==> src/slcs_pkg.sv <==
// ============================================================================
// slcs_pkg
// Shared types, codes and helpers for the supply level cycling sequencer.
// ============================================================================
`timescale 1ns / 1ps

package slcs_pkg;

    // Level table geometry and timer limits
    localparam int unsigned LEVEL_DEPTH = 16;
    localparam int unsigned TIMER_W     = 26;
    localparam int unsigned TMO_W       = 22;
    localparam int unsigned MS_PER_S    = 1000;

    localparam logic [TIMER_W-1:0] TIMER_MAX = '1;

    // Configuration register indexes
    localparam logic [1:0] CFG_LEVEL_COUNT = 2'd0;
    localparam logic [1:0] CFG_SWON_TMO    = 2'd1;
    localparam logic [1:0] CFG_MOVE_TMO    = 2'd2;
    localparam logic [1:0] CFG_SHUT_TMO    = 2'd3;

    localparam logic [4:0]       RST_LEVEL_COUNT = 5'd0;
    localparam logic [TMO_W-1:0] RST_SWON_TMO    = 22'd1400000;
    localparam logic [TMO_W-1:0] RST_MOVE_TMO    = 22'd280000;
    localparam logic [TMO_W-1:0] RST_SHUT_TMO    = 22'd1400000;

    // Event codes carried in the mode field
    localparam logic [3:0] MODE_TICK      = 4'd0;
    localparam logic [3:0] MODE_LOAD      = 4'd1;
    localparam logic [3:0] MODE_CONFIGURE = 4'd2;
    localparam logic [3:0] MODE_STARTUP   = 4'd3;
    localparam logic [3:0] MODE_CYCLE     = 4'd4;
    localparam logic [3:0] MODE_SHUTDOWN  = 4'd5;
    localparam logic [3:0] MODE_INTERRUPT = 4'd6;
    localparam logic [3:0] MODE_CONTINUE  = 4'd7;
    localparam logic [3:0] MODE_ONTARGET  = 4'd8;
    localparam logic [3:0] MODE_OFF       = 4'd9;
    localparam logic [3:0] MODE_CTRLERROR = 4'd10;
    localparam logic [3:0] MODE_DEMAND    = 4'd11;

    // Controller command codes
    localparam logic [2:0] CMD_NONE  = 3'd0;
    localparam logic [2:0] CMD_CONF  = 3'd1;
    localparam logic [2:0] CMD_START = 3'd2;
    localparam logic [2:0] CMD_SET   = 3'd3;
    localparam logic [2:0] CMD_SHUT  = 3'd4;
    localparam logic [2:0] CMD_INTR  = 3'd5;

    // Reported phase codes
    localparam logic [2:0] PHASE_IDLE  = 3'd0;
    localparam logic [2:0] PHASE_SWON  = 3'd1;
    localparam logic [2:0] PHASE_MOVE  = 3'd2;
    localparam logic [2:0] PHASE_DWELL = 3'd3;
    localparam logic [2:0] PHASE_SHUT  = 3'd4;

    // Error codes
    localparam logic [2:0] ERR_NONE      = 3'd0;
    localparam logic [2:0] ERR_NO_LINK   = 3'd1;
    localparam logic [2:0] ERR_NO_LEVELS = 3'd2;
    localparam logic [2:0] ERR_SWON_TMO  = 3'd3;
    localparam logic [2:0] ERR_MOVE_TMO  = 3'd4;
    localparam logic [2:0] ERR_SHUT_TMO  = 3'd5;
    localparam logic [2:0] ERR_NO_STEP   = 3'd6;

    typedef enum logic [4:0] {
        ST_IDLE  = 5'b00001,
        ST_SWON  = 5'b00010,
        ST_MOVE  = 5'b00100,
        ST_DWELL = 5'b01000,
        ST_SHUT  = 5'b10000
    } state_t;

    typedef struct packed {
        state_t             state;
        logic [4:0]         pointer;
        logic [TIMER_W-1:0] timer;
    } seq_state_t;

    typedef struct packed {
        logic [4:0]       level_count;
        logic [TMO_W-1:0] swon_tmo;
        logic [TMO_W-1:0] move_tmo;
        logic [TMO_W-1:0] shut_tmo;
    } cfg_t;

    typedef struct packed {
        logic [15:0] sp_first;   // setpoint of level 0
        logic [15:0] sp_next;    // setpoint of level pointer + 1
        logic [15:0] dwell_cur;  // dwell of level pointer
    } table_rd_t;

    typedef struct packed {
        logic [2:0]  ctrl_command;
        logic [15:0] ctrl_setpoint;
        logic [2:0]  phase;
        logic [4:0]  current_level;
        logic        run_started;
        logic        run_finished;
        logic        shutdown_done;
        logic        run_interrupted;
        logic [2:0]  error_code;
    } result_t;

    function automatic logic [2:0] phase_code(input state_t st);
        logic [2:0] code;
        case (st)
            ST_SWON:  code = PHASE_SWON;
            ST_MOVE:  code = PHASE_MOVE;
            ST_DWELL: code = PHASE_DWELL;
            ST_SHUT:  code = PHASE_SHUT;
            default:  code = PHASE_IDLE;
        endcase
        return code;
    endfunction

endpackage

==> src/slcs_step.sv <==
// ============================================================================
// slcs_step
// Next-state and result logic for one event of the level sequencer.
// ============================================================================
`timescale 1ns / 1ps

module slcs_step
    import slcs_pkg::*;
(
    input  logic [3:0] mode,
    input  logic       link_up,
    input  seq_state_t cur,
    input  cfg_t       cfg,
    input  table_rd_t  rd,
    output seq_state_t nxt,
    output result_t    res,
    output logic       load_en
);

    logic [4:0]         n_levels;
    logic               in_run;
    logic [TIMER_W-1:0] timer_inc;
    logic [TIMER_W-1:0] limit;
    logic [TIMER_W-1:0] dwell_ms;
    logic [4:0]         ptr_inc;

    assign n_levels = (cfg.level_count > 5'(LEVEL_DEPTH)) ? 5'(LEVEL_DEPTH) : cfg.level_count;
    assign in_run   = (cur.state == ST_SWON) || (cur.state == ST_MOVE)
                   || (cur.state == ST_DWELL);
    assign timer_inc = (cur.timer == TIMER_MAX) ? cur.timer : cur.timer + TIMER_W'(1);
    assign ptr_inc   = cur.pointer + 5'd1;
    assign dwell_ms  = (cur.pointer < n_levels)
                     ? TIMER_W'(rd.dwell_cur) * TIMER_W'(MS_PER_S) : '0;

    always_comb
    begin
        case (cur.state)
            ST_SWON: limit = TIMER_W'(cfg.swon_tmo);
            ST_MOVE: limit = TIMER_W'(cfg.move_tmo);
            ST_SHUT: limit = TIMER_W'(cfg.shut_tmo);
            default: limit = dwell_ms;
        endcase
    end

    always_comb
    begin
        nxt     = cur;
        res     = '0;
        load_en = 1'b0;

        if ((mode >= MODE_STARTUP) && (mode <= MODE_CONTINUE) && !link_up)
        begin
            res.error_code = ERR_NO_LINK;
            nxt.state      = ST_IDLE;
        end
        else
        begin
            case (mode)
                MODE_TICK:
                begin
                    if (cur.state != ST_IDLE)
                    begin
                        nxt.timer = timer_inc;
                        if (timer_inc >= limit)
                        begin
                            case (cur.state)
                                ST_SWON:
                                begin
                                    res.error_code = ERR_SWON_TMO;
                                    nxt.state      = ST_IDLE;
                                end
                                ST_MOVE:
                                begin
                                    res.error_code = ERR_MOVE_TMO;
                                    nxt.state      = ST_IDLE;
                                end
                                ST_SHUT:
                                begin
                                    res.error_code = ERR_SHUT_TMO;
                                    nxt.state      = ST_IDLE;
                                end
                                default:
                                begin
                                    // dwell over: step on, finish the run, or report a missing step
                                    if ((n_levels == 5'd0) || (cur.pointer >= n_levels))
                                    begin
                                        res.error_code = ERR_NO_STEP;
                                        nxt.state      = ST_IDLE;
                                    end
                                    else
                                    begin
                                        nxt.pointer = ptr_inc;
                                        if (ptr_inc < n_levels)
                                        begin
                                            res.ctrl_command  = CMD_SET;
                                            res.ctrl_setpoint = rd.sp_next;
                                            nxt.state         = ST_MOVE;
                                            nxt.timer         = '0;
                                        end
                                        else
                                        begin
                                            res.run_finished = 1'b1;
                                            nxt.state        = ST_IDLE;
                                        end
                                    end
                                end
                            endcase
                        end
                    end
                end
                MODE_LOAD:
                begin
                    load_en = 1'b1;
                end
                MODE_CONFIGURE:
                begin
                    nxt.state = ST_IDLE;
                    if (n_levels != 5'd0)
                    begin
                        nxt.pointer       = 5'd0;
                        res.ctrl_command  = CMD_CONF;
                        res.ctrl_setpoint = rd.sp_first;
                    end
                    else
                    begin
                        res.error_code = ERR_NO_LEVELS;
                    end
                end
                MODE_STARTUP, MODE_CYCLE:
                begin
                    if (n_levels == 5'd0)
                    begin
                        res.error_code = ERR_NO_LEVELS;
                        nxt.state      = ST_IDLE;
                    end
                    else
                    begin
                        nxt.pointer     = 5'd0;
                        nxt.timer       = '0;
                        res.run_started = 1'b1;
                        if (mode == MODE_STARTUP)
                        begin
                            res.ctrl_command = CMD_START;
                            nxt.state        = ST_SWON;
                        end
                        else
                        begin
                            res.ctrl_command  = CMD_SET;
                            res.ctrl_setpoint = rd.sp_first;
                            nxt.state         = ST_MOVE;
                        end
                    end
                end
                MODE_SHUTDOWN:
                begin
                    res.run_interrupted = in_run;
                    res.ctrl_command    = CMD_SHUT;
                    nxt.state           = ST_SHUT;
                    nxt.timer           = '0;
                end
                MODE_INTERRUPT:
                begin
                    res.run_interrupted = in_run;
                    res.ctrl_command    = CMD_INTR;
                    nxt.state           = ST_IDLE;
                end
                MODE_CONTINUE:
                begin
                    nxt.state = ST_DWELL;
                    nxt.timer = '0;
                end
                MODE_ONTARGET:
                begin
                    if ((cur.state == ST_SWON) || (cur.state == ST_MOVE))
                    begin
                        nxt.state = ST_DWELL;
                        nxt.timer = '0;
                    end
                end
                MODE_OFF:
                begin
                    if (cur.state == ST_SHUT)
                    begin
                        res.shutdown_done = 1'b1;
                        nxt.state         = ST_IDLE;
                    end
                end
                MODE_CTRLERROR:
                begin
                    res.run_interrupted = in_run;
                    nxt.state           = ST_IDLE;
                end
                MODE_DEMAND:
                begin
                    if (n_levels != 5'd0)
                    begin
                        res.ctrl_command  = CMD_CONF;
                        res.ctrl_setpoint = rd.sp_first;
                    end
                    else
                    begin
                        res.error_code = ERR_NO_LEVELS;
                    end
                end
                default:
                begin
                    // unused event codes: drop
                end
            endcase
        end

        res.phase         = phase_code(nxt.state);
        res.current_level = nxt.pointer;
    end

endmodule

==> src/supply_level_cycling_sequencer.sv <==
// ============================================================================
// supply_level_cycling_sequencer
// Walks a magnet supply through a table of setpoint/dwell levels.
// ============================================================================
//
//  Channel   Handshake            Payload                       Dir
//  -------   ------------------   ---------------------------   ---
//  event     in_valid/in_ready    mode, link_up, entry_*        in
//  result    out_valid/out_ready  ctrl_*, phase, level, flags   out
//  config    cfg_we               cfg_index, cfg_data           in
//
//  Throughput is one word per clock while out_ready is high; a word passes the
//  input register, the single step of event logic and the result register.
//  Reset idles the sequencer and loads the default timeouts; the level table
//  holds no reset value and needs no clearing pass.
//  With out_ready low the result register holds and the input register still
//  takes one more word before in_ready drops.
//
`timescale 1ns / 1ps

module supply_level_cycling_sequencer
    import slcs_pkg::*;
(
    input  logic              clk,
    input  logic              rst_n,

    input  logic              in_valid,
    output logic              in_ready,
    input  logic [3:0]        mode,
    input  logic              link_up,
    input  logic [3:0]        entry_index,
    input  logic [15:0]       entry_setpoint,
    input  logic [15:0]       entry_dwell_s,

    output logic              out_valid,
    input  logic              out_ready,
    output logic [2:0]        ctrl_command,
    output logic [15:0]       ctrl_setpoint,
    output logic [2:0]        phase,
    output logic [4:0]        current_level,
    output logic              run_started,
    output logic              run_finished,
    output logic              shutdown_done,
    output logic              run_interrupted,
    output logic [2:0]        error_code,

    input  logic              cfg_we,
    input  logic [1:0]        cfg_index,
    input  logic [TMO_W-1:0]  cfg_data
);

    // Input register
    logic        in_valid_reg;
    logic        in_valid_next;
    logic [3:0]  mode_reg;
    logic        link_reg;
    logic [3:0]  index_reg;
    logic [15:0] setpoint_reg;
    logic [15:0] dwell_reg;

    // Result register
    logic        out_valid_reg;
    logic        out_valid_next;
    result_t     result_reg;

    // Sequencer state and configuration
    seq_state_t  state_reg;
    seq_state_t  state_next;
    cfg_t        cfg_reg;

    // Level table, written by load words only
    logic [15:0] setpoints_reg [LEVEL_DEPTH];
    logic [15:0] dwells_reg    [LEVEL_DEPTH];

    table_rd_t   table_rd;
    result_t     step_res;
    logic        load_en;
    logic        advance;
    logic        in_take;

    // Move the held word into the result register whenever that slot frees up.
    assign advance  = in_valid_reg && (!out_valid_reg || out_ready);
    assign in_ready = !in_valid_reg || advance;
    assign in_take  = in_valid && in_ready;

    always_comb
    begin
        if (in_take)
            in_valid_next = 1'b1;
        else if (advance)
            in_valid_next = 1'b0;
        else
            in_valid_next = in_valid_reg;

        if (advance)
            out_valid_next = 1'b1;
        else if (out_ready)
            out_valid_next = 1'b0;
        else
            out_valid_next = out_valid_reg;
    end

    // Table reads: level 0, the current level and the one after it.
    assign table_rd.sp_first  = setpoints_reg[0];
    assign table_rd.sp_next   = setpoints_reg[state_reg.pointer[3:0] + 4'd1];
    assign table_rd.dwell_cur = dwells_reg[state_reg.pointer[3:0]];

    slcs_step u_step
    (
        .mode    (mode_reg),
        .link_up (link_reg),
        .cur     (state_reg),
        .cfg     (cfg_reg),
        .rd      (table_rd),
        .nxt     (state_next),
        .res     (step_res),
        .load_en (load_en)
    );

    // Control state
    always_ff @(posedge clk or negedge rst_n)
    begin
        if (!rst_n)
        begin
            in_valid_reg  <= 1'b0;
            out_valid_reg <= 1'b0;
            state_reg     <= '{state: ST_IDLE, pointer: 5'd0, timer: '0};
            cfg_reg       <= '{level_count: RST_LEVEL_COUNT, swon_tmo: RST_SWON_TMO,
                               move_tmo: RST_MOVE_TMO, shut_tmo: RST_SHUT_TMO};
        end
        else
        begin
            in_valid_reg  <= in_valid_next;
            out_valid_reg <= out_valid_next;
            if (advance)
                state_reg <= state_next;
            if (cfg_we)
            begin
                case (cfg_index)
                    CFG_LEVEL_COUNT: cfg_reg.level_count <= cfg_data[4:0];
                    CFG_SWON_TMO:    cfg_reg.swon_tmo    <= cfg_data;
                    CFG_MOVE_TMO:    cfg_reg.move_tmo    <= cfg_data;
                    CFG_SHUT_TMO:    cfg_reg.shut_tmo    <= cfg_data;
                    default:         cfg_reg             <= cfg_reg;
                endcase
            end
        end
    end

    // Payload: capture the event word, the result and table writes.
    always_ff @(posedge clk)
    begin
        if (in_take)
        begin
            mode_reg     <= mode;
            link_reg     <= link_up;
            index_reg    <= entry_index;
            setpoint_reg <= entry_setpoint;
            dwell_reg    <= entry_dwell_s;
        end
        if (advance)
        begin
            result_reg <= step_res;
            if (load_en)
            begin
                setpoints_reg[index_reg] <= setpoint_reg;
                dwells_reg[index_reg]    <= dwell_reg;
            end
        end
    end

    assign out_valid       = out_valid_reg;
    assign ctrl_command    = result_reg.ctrl_command;
    assign ctrl_setpoint   = result_reg.ctrl_setpoint;
    assign phase           = result_reg.phase;
    assign current_level   = result_reg.current_level;
    assign run_started     = result_reg.run_started;
    assign run_finished    = result_reg.run_finished;
    assign shutdown_done   = result_reg.shutdown_done;
    assign run_interrupted = result_reg.run_interrupted;
    assign error_code      = result_reg.error_code;

endmodule

==> config.mk <==
export PLATFORM = sky130hd
export DESIGN_NAME = supply_level_cycling_sequencer
export DESIGN_NICKNAME = d
export VERILOG_FILES = /design/src/slcs_pkg.sv /design/src/slcs_step.sv /design/src/supply_level_cycling_sequencer.sv
export SDC_FILE = /design/constraint.sdc
export NUM_CORES = 1
export LEC_CHECK = 0
export BUFFER_PORTS_ARGS = -buffer_cell sky130_fd_sc_hd__buf_2
export CAP_MARGIN = 10
export CORE_MARGIN = 3
export CORE_UTILIZATION = 65
export CTS_BUF_LIST = sky130_fd_sc_hd__clkbuf_16
export DETAILED_ROUTE_END_ITERATION = 6
export PLACE_DENSITY = 0.93
export REMOVE_ABC_BUFFERS = 1
export SLEW_MARGIN = 10
export SYNTH_ARGS = -nofsm -noshare
export SYNTH_HDL_FRONTEND = slang
export SYNTH_SLANG_ARGS = --single-unit
export TNS_END_PERCENT = 5
==> constraint.sdc <==
create_clock -name clk -period 26.1 [get_ports clk]
set_input_delay 5.22 -clock clk [delete_from_list [all_inputs] [get_ports clk]]
set_output_delay 5.22 -clock clk [all_outputs]
set_load 0.01 [all_outputs]
==> impl_results.md, run 1 <==
* FILL cells at 2542
* Final wirelength at 87.5 mm
* Worst Tran Pin Value at 1.28 ns
* Skew final at 0.0206 ns
* Final min period at 10.91 ns
* Syn Area/Cell at 17.0 µm²
* Max-Cap Viols at 0
* CTS tree: built
* Pwr per Cell Area at 101 nW/µm²
* Overall power at 3.55 mW
* Yosys Warn Count at 0
* Yosys cell types at 81
* CP startpoint kind: input port
* Post-synth top flop: edfxtp_1
* Synth Register Bits at 696
* Final setup TNS at 0 ns
* Commonest cells after routing, fill and taps aside: edfxtp_1 (587), mux4_2 (160), inv_1 (116), buf_2 (104), ha_1 (89)
* WL per Instance at 33.1 µm
* Via count at 18900
* First-pass GRT wire length at 128 mm
* Initial DRC Count at 2429
* Final hold vios at 0
* LEAKAGE at 12.5 nW
* Die width at 226 µm
* Most common cell after layout, fill and taps aside: edfxtp_1
* Remaining Overflow, GRT at 0
* R2R Path End: ctrl_setpoint[2]$_SDFFCE_PP0P_
* CP Max Fanout at 3
* CTS resizes at 0
* Internal power at 2.36 mW
* Post-route ant nets at 0
* R2R setup slack at 15.35 ns
* IO Pins at 106
* Clk_lat worst skew at 0.62 ns
* Rows at 80
* Cell area after layout at 35200 µm²
* IR drop worst, VDD at 0.000111 V
* RSZ-0062 raised after global routing: no
* Cells on worst reg2reg path at 25
* Final worst path period share at 41.8%
* Largest net degree at the start of global routing at 77
* Combinational group share of total power at 34.3%
* Crit Path Class: input port to primary output
* Final setup violation count at 0
* Seq/Total Area, Yosys at 64.7%
* Antenna violations before repair at 0
* Reg clk slew, reported paths at 0.06 ns
* Min Hold Slack at 0.510 ns
* Core ar. at 47800 µm²
* Clk pwr share at 29.3%
* Hold_buf cts at 0
* Worst setup path end: in_ready
* Cell Area, Placed at 32800 µm²
* Pins Over Slew Limit at 0
* Post-synth EDFFs at 587
* Gpl congestion at 0.863
* Cell count after synthesis at 1852
* GRT Total Usage at 35.0%
* H-tree levels at 3
* # nets final at 2190
* Peak Freq at 0.0917 GHz
* CTS Buffer Depth at 3
* Status: completed
* HPWL Detailed at 46.7 mm
* Crit path DAT at 5.69 ns
* Reg2reg start: state_reg[26]$_DFFE_PN0P_
* Worst Setup SP: out_ready
* Hold Path Class: flop to flop
* Worst rel slew slack at 14.9%
* Die height at 226 µm
* Setup Buffers After CTS at 0
* Sequential Power Share at 36.4%
* Critical Path End Type: primary output
* CP Data Required Time at 20.88 ns
* Layout Utilization at 73.6%
* TritonCTS buffer count at 68
* Switch share at 33.5%
* Vias in the first global route at 19400
* DR vias/cell at 7.16
* Pre-antenna DRT Iters at 6
* Root Driver: clkbuf_16
* DIE AREA at 51200 µm²
* # diodes at 0
* Net Sw Power at 1.19 mW
* CTS sink cnt at 696
* Netlist Area Pre-Place at 31500 µm²
* Share of layout cells above drive strength 1 at 26.6%
* Area Overhead vs Synth at 11.7%
* DRC Markers at 0
* Buffers on Ports at 105
* Initial Utilization at 65.9%
* Fraction of registers with async set/reset at 15.7%
[power groups by stage]
stage               clock network, mW  registers (mW)  logic [mW]
finish                           1.04            1.29        1.22
global route                     1.08            1.30        1.34
CTS                              1.04            1.29        1.20
detailed placement                  0            1.32        1.14
global placement                    0            1.31        1.08
floorplan                           0            1.32       0.874
[worst max-delay path, stage by stage]
cell	delay, ns
buf_2	0.10
nand3b_1	0.20
buf_2	0.17
[kinds of logic after synthesis]
family,Yosys count,synth area share [%]
flops,696,64.7
simple gates,295,4.93
mux,246,14.5
compound gates,239,5.26
buf+inv,188,2.45
fa+ha+maj,145,7.03
xor+xnor,43,1.19
[metrics by stage]
| stage | cells | setup slack (ns) |
|---|---|---|
| 2_1_floorplan | 1769 | 13.45 |
| 3_3_place_gp | 2521 | 15.23 |
| 3_5_place_dp | 2521 | 15.20 |
| 4_1_cts | 2646 | 15.20 |
| 5_1_grt | 2646 | 14.94 |
| 6_report | 2646 | 15.19 |
[layout make-up]
| class | count | area [µm²] | share of cell area (%) |
|---|---|---|---|
| repair buffers | 137 | 768 | 2.18 |
| clock inverters | 55 | 584 | 1.66 |
| flip-flops and latches | 696 | 20400 | 57.9 |
| clock buffers | 70 | 1750 | 4.98 |
| multi-input cells | 968 | 10500 | 29.9 |
| well taps | 615 | 769 | 2.19 |
| inverters | 105 | 394 | 1.12 |
[worst min path at each step]
| stage | start | to | slack, ns | cells after the start |
|---|---|---|---|---|
| 2_1_floorplan | in_valid_reg$_DFFE_PN0P_ | out_valid$_DFFE_PN0P_ | 0.46 | 1 |
| 3_3_place_gp | in_valid_reg$_DFFE_PN0P_ | out_valid$_DFFE_PN0P_ | 0.47 | 1 |
| 3_5_place_dp | cfg_reg[33]$_DFFE_PN0P_ | cfg_reg[33]$_DFFE_PN0P_ | 0.50 | 1 |
| 4_1_cts | cfg_reg[37]$_DFFE_PN0P_ | cfg_reg[37]$_DFFE_PN0P_ | 0.51 | 1 |
| 5_1_grt | cfg_reg[37]$_DFFE_PN0P_ | cfg_reg[37]$_DFFE_PN0P_ | 0.52 | 1 |
| 6_report | cfg_reg[33]$_DFFE_PN0P_ | cfg_reg[33]$_DFFE_PN0P_ | 0.51 | 1 |
[metal layers]
layer	vias to the layer above	track usage (%)	wire (µm)
met5	-	0	0
met3	402	6.41	8530
met1	9459	42.9	28500
li1	7522	-	-
met4	0	18.5	5510
met2	1554	60.0	44900
[synthesized netlist by cell type, types with 7 or more instances]
| master | instances | area share [%] |
|---|---|---|
| nor2_1 | 77 | 0.92 |
| dfrtp_1 | 84 | 6.7 |
| a21oi_1 | 52 | 0.83 |
| inv_1 | 104 | 1.2 |
| ha_1 | 90 | 3.6 |
| clkbuf_1 | 39 | 0.46 |
| a21o_1 | 11 | 0.26 |
| nor2b_1 | 12 | 0.24 |
| mux2i_1 | 12 | 0.38 |
| dfstp_2 | 25 | 2.1 |
| nand2_1 | 70 | 0.83 |
| nand4_1 | 10 | 0.20 |
| buf_1 | 15 | 0.18 |
| nand3b_1 | 9 | 0.21 |
| a222oi_1 | 22 | 0.70 |
| xnor2_1 | 26 | 0.72 |
| mux4_2 | 160 | 11 |
| a21boi_0 | 15 | 0.36 |
| and2_1 | 12 | 0.24 |
| fa_1 | 54 | 3.4 |
| a22oi_1 | 17 | 0.40 |
| o21ai_0 | 45 | 0.71 |
| or3_1 | 9 | 0.18 |
| and3_1 | 9 | 0.18 |
| buf_2 | 20 | 0.32 |
| nand2b_1 | 10 | 0.20 |
| a31oi_1 | 7 | 0.14 |
| a22o_1 | 17 | 0.47 |
| nand3_1 | 25 | 0.40 |
| edfxtp_1 | 587 | 56 |
| a211oi_1 | 8 | 0.19 |
| xor2_1 | 17 | 0.47 |
| nor3_1 | 19 | 0.30 |
| o21a_1 | 7 | 0.17 |
| mux2_2 | 74 | 2.6 |
(Power assumes the default switching activity.)
==> run 2, diff against run 1 <==
--- a/config.mk
+++ b/config.mk
@@ -5,13 +5,14 @@
 export SDC_FILE = /design/constraint.sdc
 export NUM_CORES = 1
 export LEC_CHECK = 0
+export ABC_AREA = 1
 export BUFFER_PORTS_ARGS = -buffer_cell sky130_fd_sc_hd__buf_2
 export CAP_MARGIN = 10
 export CORE_MARGIN = 3
-export CORE_UTILIZATION = 65
+export CORE_UTILIZATION = 62
 export CTS_BUF_LIST = sky130_fd_sc_hd__clkbuf_16
 export DETAILED_ROUTE_END_ITERATION = 6
-export PLACE_DENSITY = 0.93
+export PLACE_DENSITY = 0.9
 export REMOVE_ABC_BUFFERS = 1
 export SLEW_MARGIN = 10
 export SYNTH_ARGS = -nofsm -noshare
==> constraint.sdc (replaced) <==
create_clock -name clk -period 10.65 [get_ports clk]
set_input_delay 2.13 -clock clk [delete_from_list [all_inputs] [get_ports clk]]
set_output_delay 2.13 -clock clk [all_outputs]
set_load 0.01 [all_outputs]
==> impl_results.md, run 2 <==
* Leading area contributor after synthesis: edfxtp_1
* Clk_lat worst skew at 0.62 ns (about the same)
* Reg2reg start: state_reg[26]$_DFFE_PN0P_
* Cell area after layout at 36100 µm² (+2.6%)
* Core ar. at 51700 µm² (+8.1%)
* Share of layout cells above drive strength 1 at 11.7% (-15 points)
* Pins Over Slew Limit at 0 (unchanged)
* Seq/Total Area, Yosys at 62.5% (-2.2 points)
* Commonest cells after routing, fill and taps aside: nand2_1 (599), edfxtp_1 (587), inv_1 (283), nor2_1 (202), o21ai_0 (200)
* Most frequent cell after synthesis: nand2_1
* CP Data Required Time at 11.00 ns (-9.88 ns)
* Slowest stage delay, CP at 1.14 ns (+0.94 ns)
* Pre-antenna DRT Iters at 6 (unchanged)
* DR vias/cell at 6.45 (-9.8%)
* IO Pins at 106 (unchanged)
* Worst Hold Depth at 2 (+1)
* CP Max Fanout at 103 (+100)
* Fraction of registers with async set/reset at 15.7% (unchanged)
* Final hold vios at 0 (unchanged)
* Cell count after synthesis at 2897 (+56%)
* Final wirelength at 86.7 mm (-0.88%)
* Worst Setup SP: state_reg[26]$_DFFE_PN0P_
* Netlist Area Pre-Place at 32600 µm² (+3.5%)
* Largest net degree at the start of global routing at 118 (+53%)
* CTS resizes at 0 (unchanged)
* Hold path startpoint: cfg_reg[0]$_DFFE_PN0P_
* CP delay by family, top: adder cells
* Reg clk slew, reported paths at 0.06 ns (about the same)
* GRT Total Usage at 30.8% (-4.1 points)
* CTS sink cnt at 696 (unchanged)
* # nets final at 3190 (+46%)
* Buffers on Ports at 105 (unchanged)
* Remaining Overflow, GRT at 0 (unchanged)
* Initial DRC Count at 3663 (+51%)
* Critical Path End Type: flop
* Skew final at 0.0270 ns (+0.00639 ns)
* Crit path DAT at 9.85 ns (+4.16 ns)
* DIE AREA at 55400 µm² (+8.3%)
* Worst rel slew slack at 23.8% (+8.9 points)
* CP startpoint kind: flop
* Crit path top cell by count: nand2_1
* Cell Area, Placed at 33800 µm² (+3.0%)
* Antenna violations before repair at 1 (+1)
* Gpl congestion at 0.951 (+10%)
* Rows at 83 (+3.8%)
* CTS tree: built
* Vias in the first global route at 23900 (+23%)
* Hold Path Sink: cfg_reg[0]$_DFFE_PN0P_
* Yosys Warn Count at 0 (unchanged)
* Syn Area/Cell at 11.3 µm² (-34%)
* Area Overhead vs Synth at 10.7%
* TritonCTS buffer count at 69 (+1.5%)
* WL per Instance at 23.4 µm (-29%)
* Synth top area cells: edfxtp_1 (54%), nand2_1 (6.9%), dfrtp_1 (6.4%)
* Peak Freq at 0.105 GHz
* Setup Buffers After CTS at 0 (unchanged)
* Post-route ant nets at 0 (unchanged)
* CP max-delay cell: dfrtp_4
* Final setup violation count at 0 (unchanged)
* Initial Utilization at 63.1% (-2.8 points)
* Synth cell count leaders: nand2_1 (599), edfxtp_1 (587), inv_1 (272), nor2_1 (218), o21ai_0 (200)
* Yosys top cell area share at 54.0% (-1.9 points)
* Most common cell after layout, fill and taps aside: nand2_1
* First-pass GRT wire length at 133 mm (+4.4%)
* Via count at 23900 (+26%)
* HPWL Detailed at 50.5 mm (+8.2%)
* Hold Path Class: flop to flop
* Crit Path Class: flop to flop
* FILL cells at 3245 (+28%)
* Hold_buf cts at 0 (unchanged)
* Post-synth top flop: edfxtp_1
* Max-Cap Viols at 0 (unchanged)
* Post-synth EDFFs at 587 (unchanged)
* Status: completed
* WP buf/inv at 7 (+5)
* R2R setup slack at 1.15 ns (-14.20 ns)
* WP depth at 39 (+36)
* H-tree levels at 3 (unchanged)
* Die height at 235 µm (+4.1%)
* R2R Path End: phase[0]$_DFFE_PP_
* CTS Buffer Depth at 3 (unchanged)
* Synth Register Bits at 696 (unchanged)
* Worst Tran Pin Value at 1.14 ns (-0.133 ns)
* Final worst path period share at 89.2%
* Root Driver: clkbuf_16
* Cells on worst reg2reg path at 39 (+56%)
* Die width at 235 µm (+4.1%)
* Final min period at 9.50 ns
* DRC Markers at 0 (unchanged)
* RSZ-0062 raised after global routing: no
* Yosys cell types at 66 (-19%)
* # diodes at 0 (unchanged)
[run 2: cell types whose count changed in the layout (fill, tap and decap cells not counted), moves of 22 or more]
cell      delta
nand2_1    +529
inv_1      +167
mux4_2     -160
o21ai_0    +155
nor2_1     +138
a21oi_1    +108
mux2_2      -74
nand3_1     +50
o221ai_1    +45
mux2i_1     +33
xnor2_1     -23
a222oi_1    -22
[run 2: kinds of logic (layout without fill, tap and decap cells)]
group                    count (synthesis)  count (layout)  share of synthesized area [%]
AO/OA/AOI/OAI                          586             586                           11.0
XOR/XNOR                                25              25                          0.694
adder cells (fa/ha/maj)                144             144                           6.76
buffers and inverters                  418             551                           5.09
flip-flops                             696             696                           62.5
multiplexers                            45              45                           1.38
AND/OR/NAND/NOR                        983             983                           12.6
[run 2: worst min-delay path: stages, from the launching register on]
cell and delay, ns:
dfrtp_1 0.34, nand2_1 0.06, o21ai_0 0.06
[run 2: area by class of cell]
type                    count  area, µm²  share of cell area [%]
repair buffers            138        776                    2.15
clock inverters            54        495                    1.37
flip-flops and latches    696      20400                    56.5
clock buffers              71       1780                    4.92
multi-input cells        1783      10700                    29.7
inverters                 288       1090                    3.01
well taps                 680        851                    2.36
[run 2: worst max-delay path by stage]
stage / endpoint / slack, ns
after global routing: phase[0]$_DFFE_PP_ / 0.55
after floorplan: phase[0]$_DFFE_PP_ / -3.95
final: phase[0]$_DFFE_PP_ / 1.15
after CTS: phase[0]$_DFFE_PP_ / 1.30
after global placement: phase[0]$_DFFE_PP_ / 1.87
after detailed placement: phase[0]$_DFFE_PP_ / 1.38
[run 2: stage by stage]
step           setup WS (ns)  hold slack, ns  utilization (%)  cells  setup TNS (ns)
6_report                1.15           0.492             69.8   3710               0
5_1_grt                0.546           0.510             69.8   3710               0
4_1_cts                 1.30           0.493             69.8   3710               0
3_5_place_dp            1.38           0.480             65.4   3585               0
3_3_place_gp            1.87           0.467             65.4   3585               0
2_1_floorplan          -3.95           0.453                -   2767         -238.85
[run 2: layer usage]
| metal | global-route usage, % | vias to the layer above | share of wire [%] |
|---|---|---|---|
| li1 | - | 10300 | - |
| met1 | 39.7 | 11400 | 35 |
| met2 | 51.1 | 1868 | 49 |
| met3 | 5.34 | 341 | 11 |
| met4 | 15.3 | 2 | 5.1 |
| met5 | 0 | - | 0.015 |
Power of run 2 is not shown: default switching activity piles up to over one toggle a cycle in this logic, so the estimate is an artifact.
